## config.mk

```make
export PLATFORM = sky130hd
export DESIGN_NAME = shape_outline_rasterizer
export DESIGN_NICKNAME = d
export VERILOG_FILES = /design/src/hw/rtl/sor_pkg.sv /design/src/hw/rtl/shape_outline_rasterizer.sv /design/src/hw/rtl/sor_cell_test.sv
export SDC_FILE = /design/constraint.sdc
export NUM_CORES = 1
export LEC_CHECK = 0
export ABC_AREA = 1
export BUFFER_PORTS_ARGS = -buffer_cell sky130_fd_sc_hd__clkbuf_2
export CORE_ASPECT_RATIO = 2
export CORE_MARGIN = 3
export CORE_UTILIZATION = 60
export DETAILED_ROUTE_END_ITERATION = 6
export PLACE_DENSITY = 0.84
export REMOVE_ABC_BUFFERS = 1
export SLEW_MARGIN = 30
export SYNTH_ARGS = -nofsm -noshare
export SYNTH_HDL_FRONTEND = slang
export SYNTH_SLANG_ARGS = --single-unit
```

## constraint.sdc

```tcl
create_clock -name i_clk -period 22.3 [get_ports i_clk]
set_clock_uncertainty 0.1 [all_clocks]
set_input_delay 4.46 -clock i_clk [delete_from_list [all_inputs] [get_ports i_clk]]
set_output_delay 4.46 -clock i_clk [all_outputs]
set_load 0.02 [all_outputs]
```

## src/hw/rtl/sor_pkg.sv

```systemverilog
// shared constants, command codes and the shape descriptor type for the outline rasterizer
`timescale 1ns / 1ps

package sor_pkg;

    // screen and size limits
    localparam int SCREEN_WIDTH  = 20;
    localparam int SCREEN_HEIGHT = 10;
    localparam int MAX_SIZE      = 16;
    localparam int MAX_RADIUS    = 8;
    localparam int RESULT_CAP    = 64;

    // field and working widths
    localparam int X_W    = 5;
    localparam int Y_W    = 4;
    localparam int SIZE_W = 5;
    localparam int H_W    = 4;
    localparam int R2_W   = 7;
    localparam int CNT_W  = 7;
    localparam int OFF_W  = 8;

    typedef enum logic [1:0] {
        CMD_TRI    = 2'd0,
        CMD_SQUARE = 2'd1,
        CMD_RECT   = 2'd2,
        CMD_CIRCLE = 2'd3
    } t_cmd;

    // shape held for the whole scan
    typedef struct packed {
        t_cmd              shape;
        logic [SIZE_W-1:0] a;
        logic [SIZE_W-1:0] b;
        logic [H_W-1:0]    h;
        logic [R2_W-1:0]   r2;
    } t_shape_cfg;

endpackage

```

## src/hw/rtl/shape_outline_rasterizer.sv

```systemverilog
// top level: command capture, origin wrap, box scan sequencer and result register
// origin wrap first, then one box cell per cycle while the output does not stall, over a box
// of at most 17*17 = 289 cells, ending early at the result cap; then the final cell is released
// a new command is taken only once the sequencer is back in idle, set by the single cell test
// that the scan sequencer steps through the box; output stalls pause the scan
// reset: synchronous, active low; clears the sequencer, pending cell, count and out valid
`timescale 1ns / 1ps

module shape_outline_rasterizer import sor_pkg::*; (
    input  logic              i_clk,
    input  logic              i_rst_n,
    input  logic              i_in_valid,
    output logic              o_in_ready,
    input  logic [1:0]        i_cmd,
    input  logic [X_W-1:0]    i_origin_x,
    input  logic [Y_W-1:0]    i_origin_y,
    input  logic [SIZE_W-1:0] i_size_a,
    input  logic [SIZE_W-1:0] i_size_b,
    output logic              o_out_valid,
    input  logic              i_out_ready,
    output logic [X_W-1:0]    o_point_x,
    output logic [Y_W-1:0]    o_point_y,
    output logic              o_last
);

    typedef enum logic [3:0] {
        S_IDLE  = 4'b0001,
        S_WRAP  = 4'b0010,
        S_SCAN  = 4'b0100,
        S_FLUSH = 4'b1000
    } t_state;

    t_state                  r_state, n_state;
    t_shape_cfg              r_cfg, n_cfg;
    logic [SIZE_W-1:0]       r_rows, n_rows;
    logic [SIZE_W-1:0]       r_cols, n_cols;
    logic [SIZE_W-1:0]       r_i, n_i;
    logic [SIZE_W-1:0]       r_j, n_j;
    logic signed [OFF_W-1:0] r_vx, n_vx;
    logic signed [OFF_W-1:0] r_vy, n_vy;
    logic [X_W-1:0]          r_cx, n_cx;
    logic [X_W-1:0]          r_cx0, n_cx0;
    logic [Y_W-1:0]          r_cy, n_cy;
    logic [CNT_W-1:0]        r_count, n_count;
    logic                    r_pend_valid, n_pend_valid;
    logic [X_W-1:0]          r_pend_x, n_pend_x;
    logic [Y_W-1:0]          r_pend_y, n_pend_y;
    logic                    r_out_valid, n_out_valid;
    logic [X_W-1:0]          r_out_x, n_out_x;
    logic [Y_W-1:0]          r_out_y, n_out_y;
    logic                    r_out_last, n_out_last;

    logic                    hit;
    logic                    out_free;
    logic                    box_end;
    logic                    x_ok;
    logic                    y_ok;
    logic [SIZE_W-1:0]       a_sat;
    logic [SIZE_W-1:0]       b_sat;
    logic [H_W-1:0]          h_new;
    logic [SIZE_W-1:0]       span;
    logic signed [OFF_W-1:0] off_new;
    t_cmd                    cmd;

    assign cmd = t_cmd'(i_cmd);

    // cell test on the current box position
    sor_cell_test u_cell (
        .i_cfg (r_cfg),
        .i_row (r_i),
        .i_col (r_j),
        .o_hit (hit)
    );

    assign o_in_ready  = (r_state == S_IDLE);
    assign o_out_valid = r_out_valid;
    assign o_point_x   = r_out_x;
    assign o_point_y   = r_out_y;
    assign o_last      = r_out_last;

    assign out_free = !r_out_valid || i_out_ready;
    assign box_end  = (r_i == r_rows - 1'b1) && (r_j == r_cols - 1'b1);
    assign x_ok     = (r_vx >= 0) && (r_vx < OFF_W'(SCREEN_WIDTH));
    assign y_ok     = (r_vy >= 0) && (r_vy < OFF_W'(SCREEN_HEIGHT));

    // size saturation and box geometry of a new command
    always_comb begin
        if (cmd == CMD_CIRCLE) begin
            a_sat = (i_size_a > SIZE_W'(MAX_RADIUS)) ? SIZE_W'(MAX_RADIUS) : i_size_a;
        end else begin
            a_sat = (i_size_a > SIZE_W'(MAX_SIZE)) ? SIZE_W'(MAX_SIZE) : i_size_a;
        end
        b_sat   = (i_size_b > SIZE_W'(MAX_SIZE)) ? SIZE_W'(MAX_SIZE) : i_size_b;
        h_new   = H_W'(a_sat >> 1) + 1'b1;
        span    = SIZE_W'({a_sat[SIZE_W-2:0], 1'b1});
        off_new = (cmd == CMD_CIRCLE) ? $signed({3'b000, a_sat}) : '0;
    end

    // sequencer
    always_comb begin
        n_state      = r_state;
        n_cfg        = r_cfg;
        n_rows       = r_rows;
        n_cols       = r_cols;
        n_i          = r_i;
        n_j          = r_j;
        n_vx         = r_vx;
        n_vy         = r_vy;
        n_cx         = r_cx;
        n_cx0        = r_cx0;
        n_cy         = r_cy;
        n_count      = r_count;
        n_pend_valid = r_pend_valid;
        n_pend_x     = r_pend_x;
        n_pend_y     = r_pend_y;
        n_out_valid  = r_out_valid;
        n_out_x      = r_out_x;
        n_out_y      = r_out_y;
        n_out_last   = r_out_last;

        // output register drains on a taken transaction
        if (r_out_valid && i_out_ready) begin
            n_out_valid = 1'b0;
        end

        case (r_state)
            S_IDLE: begin
                if (i_in_valid) begin
                    n_cfg.shape = cmd;
                    n_cfg.a     = a_sat;
                    n_cfg.b     = b_sat;
                    n_cfg.h     = h_new;
                    n_cfg.r2    = R2_W'(a_sat) * R2_W'(a_sat);
                    case (cmd)
                        CMD_TRI:    n_rows = SIZE_W'(h_new);
                        CMD_SQUARE: n_rows = a_sat;
                        CMD_RECT:   n_rows = b_sat;
                        default:    n_rows = span;
                    endcase
                    n_cols  = (cmd == CMD_CIRCLE) ? span : a_sat;
                    n_vx    = $signed({3'b000, i_origin_x}) - off_new;
                    n_vy    = $signed({4'b0000, i_origin_y}) - off_new;
                    n_i     = '0;
                    n_j     = '0;
                    n_count = '0;
                    n_state = S_WRAP;
                end
            end
            S_WRAP: begin
                // one add or subtract of the screen size per cycle on each axis
                if (r_vx < 0) begin
                    n_vx = r_vx + OFF_W'(SCREEN_WIDTH);
                end else if (!x_ok) begin
                    n_vx = r_vx - OFF_W'(SCREEN_WIDTH);
                end
                if (r_vy < 0) begin
                    n_vy = r_vy + OFF_W'(SCREEN_HEIGHT);
                end else if (!y_ok) begin
                    n_vy = r_vy - OFF_W'(SCREEN_HEIGHT);
                end
                if (x_ok && y_ok) begin
                    n_cx  = r_vx[X_W-1:0];
                    n_cx0 = r_vx[X_W-1:0];
                    n_cy  = r_vy[Y_W-1:0];
                    if (r_rows == '0 || r_cols == '0) begin
                        n_state = S_FLUSH;
                    end else begin
                        n_state = S_SCAN;
                    end
                end
            end
            S_SCAN: begin
                // a hit with a cell already pending needs the output register
                if (!(hit && r_pend_valid && !out_free)) begin
                    if (hit) begin
                        if (r_pend_valid) begin
                            n_out_valid = 1'b1;
                            n_out_x     = r_pend_x;
                            n_out_y     = r_pend_y;
                            n_out_last  = 1'b0;
                        end
                        n_pend_valid = 1'b1;
                        n_pend_x     = r_cx;
                        n_pend_y     = r_cy;
                        n_count      = r_count + 1'b1;
                    end
                    // step to the next cell, row-major
                    if (box_end || (hit && r_count == CNT_W'(RESULT_CAP - 1))) begin
                        n_state = S_FLUSH;
                    end else if (r_j == r_cols - 1'b1) begin
                        n_j  = '0;
                        n_i  = r_i + 1'b1;
                        n_cx = r_cx0;
                        n_cy = (r_cy == Y_W'(SCREEN_HEIGHT - 1)) ? '0 : r_cy + 1'b1;
                    end else begin
                        n_j  = r_j + 1'b1;
                        n_cx = (r_cx == X_W'(SCREEN_WIDTH - 1)) ? '0 : r_cx + 1'b1;
                    end
                end
            end
            S_FLUSH: begin
                // release the final cell with last set
                if (!r_pend_valid) begin
                    n_state = S_IDLE;
                end else if (out_free) begin
                    n_out_valid  = 1'b1;
                    n_out_x      = r_pend_x;
                    n_out_y      = r_pend_y;
                    n_out_last   = 1'b1;
                    n_pend_valid = 1'b0;
                    n_state      = S_IDLE;
                end
            end
            default: begin
                n_state = S_IDLE;
            end
        endcase
    end

    // control registers
    always_ff @(posedge i_clk) begin
        if (!i_rst_n) begin
            r_state      <= S_IDLE;
            r_count      <= '0;
            r_pend_valid <= 1'b0;
            r_out_valid  <= 1'b0;
        end else begin
            r_state      <= n_state;
            r_count      <= n_count;
            r_pend_valid <= n_pend_valid;
            r_out_valid  <= n_out_valid;
        end
    end

    // payload and scan registers
    always_ff @(posedge i_clk) begin
        r_cfg      <= n_cfg;
        r_rows     <= n_rows;
        r_cols     <= n_cols;
        r_i        <= n_i;
        r_j        <= n_j;
        r_vx       <= n_vx;
        r_vy       <= n_vy;
        r_cx       <= n_cx;
        r_cx0      <= n_cx0;
        r_cy       <= n_cy;
        r_pend_x   <= n_pend_x;
        r_pend_y   <= n_pend_y;
        r_out_x    <= n_out_x;
        r_out_y    <= n_out_y;
        r_out_last <= n_out_last;
    end

`ifndef NO_ASSERTIONS
    // result count never passes the cap
    a_count_cap: assert property (@(posedge i_clk) disable iff (!i_rst_n)
        r_count <= CNT_W'(RESULT_CAP))
        else $error("result count above cap");

    // nothing is left pending once the sequencer is back to idle
    a_idle_no_pend: assert property (@(posedge i_clk) disable iff (!i_rst_n)
        (r_state == S_IDLE) |-> !r_pend_valid)
        else $error("pending cell left in idle");

    // an accepted command starts the origin wrap
    a_accept_wrap: assert property (@(posedge i_clk) disable iff (!i_rst_n)
        (i_in_valid && o_in_ready) |=> (r_state == S_WRAP))
        else $error("accepted command did not start");

    // scan position stays inside the box
    a_scan_in_box: assert property (@(posedge i_clk) disable iff (!i_rst_n)
        (r_state == S_SCAN) |-> (r_i < r_rows) && (r_j < r_cols))
        else $error("scan position outside box");

    // wrapped screen coordinates stay on the screen during the scan
    a_scan_on_screen: assert property (@(posedge i_clk) disable iff (!i_rst_n)
        (r_state == S_SCAN) |-> (r_cx < X_W'(SCREEN_WIDTH)) && (r_cy < Y_W'(SCREEN_HEIGHT)))
        else $error("screen coordinate out of range");
`endif

endmodule

```

## src/hw/rtl/sor_cell_test.sv

```systemverilog
// outline membership test for one cell of the bounding box
`timescale 1ns / 1ps

module sor_cell_test import sor_pkg::*; (
    input  t_shape_cfg        i_cfg,
    input  logic [SIZE_W-1:0] i_row,
    input  logic [SIZE_W-1:0] i_col,
    output logic              o_hit
);

    logic signed [OFF_W-1:0] off;
    logic signed [OFF_W-1:0] di;
    logic signed [OFF_W-1:0] dj;
    logic signed [OFF_W-1:0] a_s;
    logic signed [OFF_W-1:0] b_s;
    logic signed [OFF_W-1:0] h_s;
    logic signed [15:0]      sq_i;
    logic signed [15:0]      sq_j;
    logic signed [15:0]      dsq;
    logic signed [15:0]      r2_s;

    // box index to signed offset from the origin
    assign off  = (i_cfg.shape == CMD_CIRCLE) ? $signed({3'b000, i_cfg.a}) : '0;
    assign di   = $signed({3'b000, i_row}) - off;
    assign dj   = $signed({3'b000, i_col}) - off;
    assign a_s  = $signed({3'b000, i_cfg.a});
    assign b_s  = $signed({3'b000, i_cfg.b});
    assign h_s  = $signed({4'b0000, i_cfg.h});

    // squared distance for the circle
    assign sq_i = 16'(di * di);
    assign sq_j = 16'(dj * dj);
    assign dsq  = sq_i + sq_j;
    assign r2_s = $signed({9'd0, i_cfg.r2});

    // per-shape outline rule
    always_comb begin
        case (i_cfg.shape)
            CMD_TRI: begin
                o_hit = (dj == h_s - di - 8'sd1) || (dj == h_s + di) || (di == h_s - 8'sd1);
            end
            CMD_SQUARE: begin
                o_hit = (di == 8'sd0) || (di == a_s - 8'sd1)
                     || (dj == 8'sd0) || (dj == a_s - 8'sd1);
            end
            CMD_RECT: begin
                o_hit = (di == 8'sd0) || (di == b_s - 8'sd1)
                     || (dj == 8'sd0) || (dj == a_s - 8'sd1);
            end
            default: begin
                o_hit = (dsq <= r2_s + 16'sd1) && (dsq >= r2_s - 16'sd1);
            end
        endcase
    end

endmodule

```

==> metrics.csv, run 1 <==
stage,metric,value,unit
status,status,completed,
sta,period_share,41.4,%
hold_path,hold_path.class,flop to flop,
layout,fin_cells,1582,
grt,antenna_found_initial,0,
worst_setup_path,r2r_setup_slack,13080,ps
layout,fillers,1445,
layout,final_cell_mix,"nand2_1 (274), inv_1 (238), nor2_1 (145)",
synthesis,synth_top_area_cell,edfxtp_1,
sta,setup_tns,0,ps
clocking,clock-sinks,103,
sta,tightest_slew,875,ps
floorplanning,rows,67,
worst_setup_path,worstPathArrival,9110,ps
clocking,cts_tree,built,
floorplanning,io_pins,37,
clocking,clkTransAtPathRegs,70,ps
synthesis,async_flop_share,0,%
worst_setup_path,start_kind,flop,
placed_design,place_inst,1566,
layout,finalNetCount,1570,
grt,grt_max_degree,32,
clocking,clock_latency,360,ps
sta,fin_ws,13080,ps
synthesis,yosysUniqueCellTypes,48,
routing,drt-wirelength-per-cell,16.4,um
sta,hold_viol,0,
clocking,cts-root-buf,clkbuf_16,
hold_path,hold-path-cell-count,0,
placed_design,place_congestion,0.983,
placed_design,place_ws,13200,ps
worst_setup_path,r2r-end,o_point_y[3]$_DFFE_PP_,
layout,final_common_cell,nand2_1,
synthesis,synth_area,10500,um2
sta,max_freq,108,MHz
clocking,clock_path_buffers,2,
layout,diodes,0,
grt,grt_pass1_wl,42400,um
clocking,cts_setup_buffers,0,
worst_setup_path,cp_slowest_stage_delay,650,ps
worst_setup_path,r2r_cells,47,
grt,track_usage,28.2,%
placed_design,io_buffers,36,
sta,report.final.slew_viol_count,0,
synthesis,syn_avg_cell_area,7.82,um2
worst_setup_path,cp_data_required_time,22190,ps
synthesis,synthSimpleGateAreaFrac,22.4,%
routing,drtIter0Drc,468,
flow_run,max_cap_viol_count,0,
synthesis,synth_seq_cells,103,
placed_design,dp_hpwl,21500,um
floorplanning,core,16900,um2
grt,overflow,0,
worst_setup_path,cp_common_cell,nand2_1,
synthesis,synth_flop_cell,edfxtp_1,
worst_setup_path,critical_path_class,flop to flop,
worst_setup_path,cp_max_fo,11,
synthesis,synth-seq-area-share,28.3,%
floorplanning,die_area,19200,um2
sta,finalSetupViolations,0,
synthesis,synth_compound_area_share,8.17,%
synthesis,synth-edff-count,90,
floorplanning,fp.dieW,99.5,um
synthesis,synthCells,1340,
clocking,numCtsBuffers,9,
synthesis,synth_top_family_by_area,adder cells,
grt,first_global_vias,9319,
routing,vias_per_cell,5.67,
floorplanning,initial_core_util,61.9,%
synthesis,synth_area_leaders,"edfxtp_1 (26%), ha_1 (15%), nand2_1 (9.8%)",
hold_path,min_to,o_point_x[1]$_DFFE_PP_,
sta,rsz0062_at_grt,no,
synthesis,synthAdderAreaFrac,24.5,%
clocking,cts_max_level,3,
worst_setup_path,reg2reg_from,r_cfg[22]$_DFFE_PP_,
clocking,postCtsHoldBufs,0,
routing,drt_drc_violations_left,0,
sta,maxSlewHeadroom,41.4,%
worst_setup_path,endpoint_kind,flop,
clocking,cts-resized-gates,0,
routing,vias,8976,
synthesis,synthXorXnorAreaFrac,6.99,%
routing,drt-total-wl,25900,um
layout,drive_gt1_share,6.04,%
synthesis,synthMuxAreaShare,0.0955,%
routing,dr.pass1.iters,5,
layout,syn_to_final_growth,6.49,%
routing,ant_nets,0,
worst_setup_path,cp_slowest_cell,nor2_1,
synthesis,synth_top_area_share,25.8,%
hold_path,hold_start,r_pend_x[1]$_DFFE_PP_,
floorplanning,die_h,193,um
sta,period_needed,9220,ps
synthesis,yosysWarnings,0,
worst max-delay path by stage:
stage                             start                      to  slack, ps  depth (start not counted)
floorplan           r_cfg[22]$_DFFE_PP_    r_i[0]$_SDFFCE_PN0P_      14380                         47
global placement    r_cfg[22]$_DFFE_PP_  o_point_x[1]$_DFFE_PP_      13440                         47
detailed placement  r_cfg[22]$_DFFE_PP_  o_point_x[3]$_DFFE_PP_      13200                         47
CTS                 r_cfg[22]$_DFFE_PP_  o_point_y[3]$_DFFE_PP_      13180                         47
global route        r_cfg[22]$_DFFE_PP_  o_point_y[3]$_DFFE_PP_      12380                         47
finish              r_cfg[22]$_DFFE_PP_  o_point_y[3]$_DFFE_PP_      13080                         47
state kept, by name, indices dropped and copies added (netlist names), 7 cells and up:
signal   flops
r_vy         8
r_vx         8
r_cfg       21
r_count      7
layout make-up:
class	count	area, um2	share of cell area [%]
Inverter	244	916	8.20
Clock inverter	7	73.8	0.661
Tap cell	207	259	2.32
Clock buffer	9	225	2.02
Timing Repair Buffer	38	195	1.75
Multi-Input combinational cell	974	6530	58.5
Sequential cell	103	2960	26.5
critical path: cells and delay by family, from the launching register on:
family / cells / cell delay [ps]
AO/OA/AOI/OAI: 6 / 920
XOR/XNOR: 1 / 160
adder cells (fa/ha/maj): 10 / 3530
buffers and inverters: 9 / 660
flip-flops: 1 / 410
AND/OR/NAND/NOR: 21 / 3080
cells in the mapped netlist, drive strengths merged, types with 3 or more instances:
| master | instances |
|---|---|
| edfxtp | 90 |
| nand2 | 280 |
| xor2 | 47 |
| xnor2 | 35 |
| ha | 124 |
| nand3b | 3 |
| inv | 244 |
| or2 | 10 |
| dfxtp | 13 |
| buf | 5 |
| fa | 51 |
| nor3 | 21 |
| o211ai | 6 |
| nor2 | 147 |
| a21oi | 59 |
| o21ai | 58 |
| nand4 | 11 |
| o2111ai | 3 |
| a31oi | 4 |
| nand3 | 87 |
| clkbuf | 15 |
| o221ai | 3 |
per-layer routing:
layer | share of wire, % | global-route usage [%]
met1 | 31 | 23.9
met2 | 55 | 55.1
met3 | 3.5 | 3.13
met4 | 10 | 25.5
met5 | 0 | 0
cells by family after synthesis:
logic type / Yosys count
XOR/XNOR: 82
AND/OR/NAND/NOR: 561
adder cells (fa/ha/maj): 175
multiplexers: 1
AO/OA/AOI/OAI: 152
other: 2
flip-flops: 103
buffers and inverters: 264
metrics by stage:
step / util (%) / cell area [um2] / hold WS [ps]
2_1_floorplan: - / 10400 / 300
3_5_place_dp: 64.2 / 10900 / 305
6_report: 65.9 / 11200 / 321
4_1_cts: 65.9 / 11200 / 323
3_3_place_gp: 64.2 / 10900 / 302
5_1_grt: 65.9 / 11200 / 343
Power of run 1 is left out: the tool's default activity adds up to more than one toggle a clock period on the data nets, which glitch-free logic cannot reach.
==> run 2, diff against run 1 <==
- clock period: 22.3 -> 8.61 ns (I/O delays scaled with it)
==> run 2 against run 1 <==
Non-clock buffer count is 27 higher. Critical path type unchanged. Die area is the same. Sequential cell count unchanged. Fmax is 14% higher. First-iteration DRC count shrank 7.7%. Core utilization is 1.8 points higher. Via count rose by 1.5%. Register-to-register slack lost 13000 ps. Critical endpoint is now r_i[1]$_SDFFCE_PN0P_. Critical path depth fell by 11.
==> metrics.csv, run 2 (synthesis gave the netlist of run 1 again) <==
stage,metric,value,unit,change
sta,maxSlewHeadroom,57.3,%,+16 points
floorplanning,rows,67,,unchanged
grt,overflow,0,,unchanged
worst_setup_path,startpoint,r_cfg[22]$_DFFE_PP_,,
grt,grt_pass1_wl,42900,um,+1.2%
sta,tightest_slew,640,ps,-235 ps
worst_setup_path,cp_max_fo,14,,+3
clocking,clock-sinks,103,,unchanged
layout,top_register,r_cfg,,
layout,final_cell_mix,"nand2_1 (271), inv_1 (238), nor2_1 (142)",,
routing,drt_drc_violations_left,0,,unchanged
placed_design,dp_hpwl,21500,um,about the same
floorplanning,initial_core_util,61.9,%,unchanged
worst_setup_path,critPathBufInv,6,,-3
floorplanning,core,16900,um2,unchanged
worst_setup_path,cp_common_cell,inv_1,,
hold_path,hold_path.class,flop to flop,,
floorplanning,fp.dieW,99.5,um,unchanged
worst_setup_path,endpoint_kind,flop,,
layout,fillers,1370,,-5.2%
sta,hold_viol,0,,unchanged
clocking,cts_max_level,3,,unchanged
layout,drive_gt1_share,8.84,%,+2.8 points
sta,period_needed,8090,ps,-1140 ps
sta,period_share,93.9,%,+53 points
clocking,clock_latency,350,ps,about the same
worst_setup_path,start_kind,flop,,
floorplanning,die_h,193,um,unchanged
sta,max_freq,124,MHz,+14%
routing,vias_per_cell,5.66,,-0.24%
grt,grt_max_degree,32,,unchanged
floorplanning,io_pins,37,,unchanged
layout,diodes,0,,unchanged
layout,finalNetCount,1597,,+1.7%
worst_setup_path,cp_data_required_time,8580,ps,-13610 ps
routing,drt-wirelength-per-cell,16.4,um,about the same
worst_setup_path,reg2reg_from,r_cfg[22]$_DFFE_PP_,,
layout,largest_register_ffs,21,,unchanged
grt,antenna_found_initial,0,,unchanged
routing,drtIter0Drc,432,,-7.7%
layout,top_regs,"r_cfg (21), r_vx (8), r_vy (8)",,
status,status,completed,,
worst_setup_path,path_delay_family,adder cells,,
layout,final_common_cell,nand2_1,,
routing,vias,9107,,+1.5%
clocking,numCtsBuffers,9,,unchanged
hold_path,hold_start,r_pend_x[1]$_DFFE_PP_,,
routing,dr.pass1.iters,5,,unchanged
placed_design,io_buffers,36,,unchanged
layout,syn_to_final_growth,9.45,%,
routing,ant_nets,0,,unchanged
sta,report.final.slew_viol_count,0,,unchanged
grt,first_global_vias,9553,,+2.5%
sta,hold_slack,318,ps,-2.93 ps
worst_setup_path,cp_slowest_stage_delay,510,ps,-140 ps
placed_design,place_congestion,1.02,,+3.5%
floorplanning,die_area,19200,um2,unchanged
clocking,clock_path_buffers,2,,unchanged
worst_setup_path,cp_slowest_cell,fa_1,,
sta,finalSetupViolations,0,,unchanged
clocking,cts_tree,built,,
grt,track_usage,28.4,%,+0.22 points
clocking,cts-root-buf,clkbuf_16,,
clocking,clkTransAtPathRegs,70,ps,about the same
worst_setup_path,critical_path_class,flop to flop,,
routing,drt-total-wl,26300,um,+1.7%
flow_run,max_cap_viol_count,0,,unchanged
worst_setup_path,worstPathArrival,8050,ps,-1060 ps
-- run 2: cell types whose count changed in the layout (fill, tap and decap cells not counted), sizes merged --
cell    change
buf        +27
bufinv      +2
clkinv      +3
inv         -5
-- run 2: final cells by class --
class,count,area [um2],share of cell area [%]
Clock inverter,7,87.6,0.763
Tap cell,207,259,2.26
Clock buffer,9,225,1.96
Inverter,244,916,7.98
Timing Repair Buffer,65,398,3.47
Sequential cell,103,2960,25.8
Multi-Input combinational cell,974,6630,57.8
-- run 2: metrics by stage --
stage	setup TNS (ps)	utilization (%)	std cells	setup WS (ps)	area [um2]
2_1_floorplan	0	-	1321	692	10400
4_1_cts	0	67.0	1604	81.6	11300
3_3_place_gp	0	65.1	1588	277	11000
5_1_grt	-1.92	67.8	1609	-1.92	11500
3_5_place_dp	0	65.1	1588	92.7	11000
6_report	0	67.8	1609	525	11500
-- run 2: final timing paths --
check / to / cells after the start / slack, ps
min reg2reg: o_point_x[1]$_DFFE_PP_ / 0 / 320
max: r_i[1]$_SDFFCE_PN0P_ / 36 / 520
min: o_point_x[1]$_DFFE_PP_ / 0 / 320
max reg2reg: r_i[1]$_SDFFCE_PN0P_ / 36 / 520
-- run 2: worst reg2reg max path: cells and delay by family, from the launching register on --
| kind | cells | cell delay, ps |
|---|---|---|
| AOI/OAI and AO/OA | 7 | 1210 |
| xor gates and xnor gates | 1 | 160 |
| DFF | 1 | 470 |
| buffers and inverters | 6 | 560 |
| and+or+nand+nor | 13 | 1890 |
| adders and majority gates | 9 | 3410 |
-- run 2: routing by layer --
metal	share of wire, %	vias to the layer above	GRT usage, %	routed length (um)
met5	0	-	0	0
met4	8.9	0	24.6	2330
met3	3.3	147	2.84	881
met2	57	294	56.6	14900
met1	31	4247	23.9	8170
li1	-	4419	-	-
-- run 2: timing repair --
action | CTS | global route
hold buffers | 0 | 0
gates resized for setup | 0 | 24
setup endpoints to repair | 0 | 50
buffers inserted | 0 | 5
Power of run 2 is left out for the same reason.
==> run 3, diff against run 2 <==
- CORE_UTILIZATION: 60 -> 58
- clock period: 8.61 -> 6.7 ns (I/O delays scaled with it)
==> run 3 against run 2 <==
Wire length up 16%. Non-clock buffer count up 123. Sequential cell count did not move. The flow now finishes with violations (negative setup slack). Critical path depth grew 11. Critical path type unchanged. Register-to-register slack worse by 1300 ps.
==> metrics.csv, run 3 (synthesis gave the netlist of run 1 again) <==
stage,metric,value,unit,change
sta,fin_ws,-751,ps,-1280 ps
layout,syn_to_final_growth,26.9,%,
sta,maxSlewHeadroom,39.2,%,-18 points
placed_design,io_buffers,36,,unchanged
routing,drtIter0Drc,412,,-4.6%
floorplanning,core,17800,um2,+5.0%
worst_setup_path,r2r-end,r_count[1]$_SDFFE_PN0P_,,
worst_setup_path,worstPathArrival,7590,ps,-460 ps
sta,period_needed,7450,ps,-634 ps
routing,drt_drc_violations_left,0,,unchanged
sta,tightest_slew,889,ps,+250 ps
sta,report.final.slew_viol_count,0,,unchanged
worst_setup_path,cp_max_fo,8,,-6
layout,drive_gt1_share,25.1,%,+16 points
worst_setup_path,path_delay_family,adder cells,,
routing,dr.pass1.iters,5,,unchanged
layout,fin_area,13300,um2,+16%
worst_setup_path,start_kind,flop,,
worst_setup_path,critPathBufInv,10,,+4
placed_design,place_area,11800,um2,+7.3%
status,status,finished with violations,,
routing,drt-total-wl,30600,um,+16%
routing,vias_per_cell,5.69,,+0.48%
clocking,clock_latency,350,ps,about the same
floorplanning,rows,69,,+3.0%
grt,antenna_found_initial,0,,unchanged
clocking,postCtsHoldBufs,0,,unchanged
floorplanning,io_pins,37,,unchanged
hold_path,min_to,o_point_y[0]$_DFFE_PP_,,
clocking,cts_max_level,3,,unchanged
layout,final_common_cell,nand2_1,,
layout,largest_register_ffs,21,,unchanged
hold_path,hold_path.class,flop to flop,,
sta,rsz0062_at_grt,yes,,
floorplanning,initial_core_util,59.0,%,-3.0 points
placed_design,dp_hpwl,23200,um,+7.9%
floorplanning,die_h,196,um,+1.7%
layout,top_register,r_cfg,,
clocking,cts-root-buf,clkbuf_16,,
worst_setup_path,cp_data_required_time,6840,ps,-1740 ps
layout,diodes,0,,unchanged
sta,max_freq,134,MHz,+8.5%
hold_path,hold_start,r_pend_y[0]$_DFFE_PP_,,
floorplanning,die_area,19800,um2,+3.3%
worst_setup_path,cp_slowest_stage_delay,510,ps,about the same
grt,grt_pass1_wl,47500,um,+11%
placed_design,place_congestion,0.970,,-4.7%
layout,finalNetCount,1720,,+7.7%
worst_setup_path,reg2reg_from,r_cfg[22]$_DFFE_PP_,,
routing,ant_nets,0,,unchanged
sta,period_share,111,%,+17 points
clocking,clock_path_buffers,2,,unchanged
worst_setup_path,r2r_cells,47,,+31%
worst_setup_path,endpoint_kind,flop,,
layout,final_cell_mix,"nand2_1 (244), inv_1 (218), buf_4 (141)",,
flow_run,max_cap_viol_count,0,,unchanged
grt,first_global_vias,10400,,+8.7%
sta,hold_viol,0,,unchanged
layout,top_regs,"r_cfg (21), r_vx (8), r_vy (8)",,
sta,finalSetupViolations,50,,+50
grt,overflow,0,,unchanged
status,failed_checks,negative setup slack,,
worst_setup_path,cp_slowest_cell,fa_1,,
clocking,numCtsBuffers,9,,unchanged
clocking,clock-sinks,103,,unchanged
worst_setup_path,r2r_setup_slack,-750,ps,-1280 ps
hold_path,hold-path-cell-count,0,,unchanged
routing,drt-wirelength-per-cell,17.6,um,+7.7%
floorplanning,fp.dieW,101,um,+1.6%
clocking,clkTransAtPathRegs,70,ps,about the same
clocking,cts_tree,built,,
worst_setup_path,critical_path_class,flop to flop,,
grt,track_usage,30.5,%,+2.0 points
routing,vias,9879,,+8.5%
layout,fillers,1199,,-12%
grt,grt_max_degree,32,,unchanged
run 3: timing repair:
| action | CTS | global route |
|---|---|---|
| setup buffers | 8 | 13 |
| resized for setup | 123 | 98 |
| setup endpoints to repair | 50 | 50 |
| pin swaps | 70 | 78 |
| cloned | 2 | 0 |
run 3: worst max path at each step:
| stage | startpoint | end | slack [ps] | cells after the start |
|---|---|---|---|---|
| floorplan | r_cfg[22]$_DFFE_PP_ | r_i[0]$_SDFFCE_PN0P_ | -1220 | 47 |
| global placement | r_cfg[21]$_DFFE_PP_ | o_point_x[2]$_DFFE_PP_ | -1280 | 49 |
| detailed placement | r_cfg[21]$_DFFE_PP_ | o_point_x[1]$_DFFE_PP_ | -1440 | 49 |
| CTS | r_cfg[22]$_DFFE_PP_ | o_point_y[0]$_DFFE_PP_ | -800 | 46 |
| global route | r_cfg[22]$_DFFE_PP_ | r_count[6]$_SDFFE_PN0P_ | -1100 | 45 |
| finish | r_cfg[22]$_DFFE_PP_ | r_count[1]$_SDFFE_PN0P_ | -750 | 47 |
run 3: cell type report:
| cell class | count | area, um2 | area share, % |
|---|---|---|---|
| repair buffers | 188 | 1360 | 10.2 |
| clock inverters | 6 | 108 | 0.809 |
| well taps | 213 | 267 | 2.00 |
| multi-input cells | 974 | 7450 | 56.0 |
| flip-flops and latches | 103 | 2960 | 22.3 |
| clock buffers | 9 | 225 | 1.69 |
| inverters | 244 | 926 | 6.96 |
run 3: routing by layer:
| metal | global-route usage [%] | part of all wire, % | vias up |
|---|---|---|---|
| met1 | 26.0 | 30 | 4611 |
| met2 | 57.0 | 55 | 394 |
| met4 | 28.8 | 11 | 0 |
| li1 | - | - | 4682 |
| met5 | 0 | 0 | - |
| met3 | 3.74 | 3.8 | 192 |
run 3: per-stage QoR:
stage	hold WS [ps]	setup TNS (ps)	util (%)	instances	setup WS (ps)
floorplan	300	-51660	-	1321	-1220
global placement	300	-58370	66.6	1701	-1280
detailed placement	307	-66510	66.6	1701	-1440
CTS	320	-36670	71.7	1724	-803
global route	333	-50980	74.8	1737	-1100
finish	326	-33420	74.8	1737	-751
Power of run 3 is left out for the same reason.
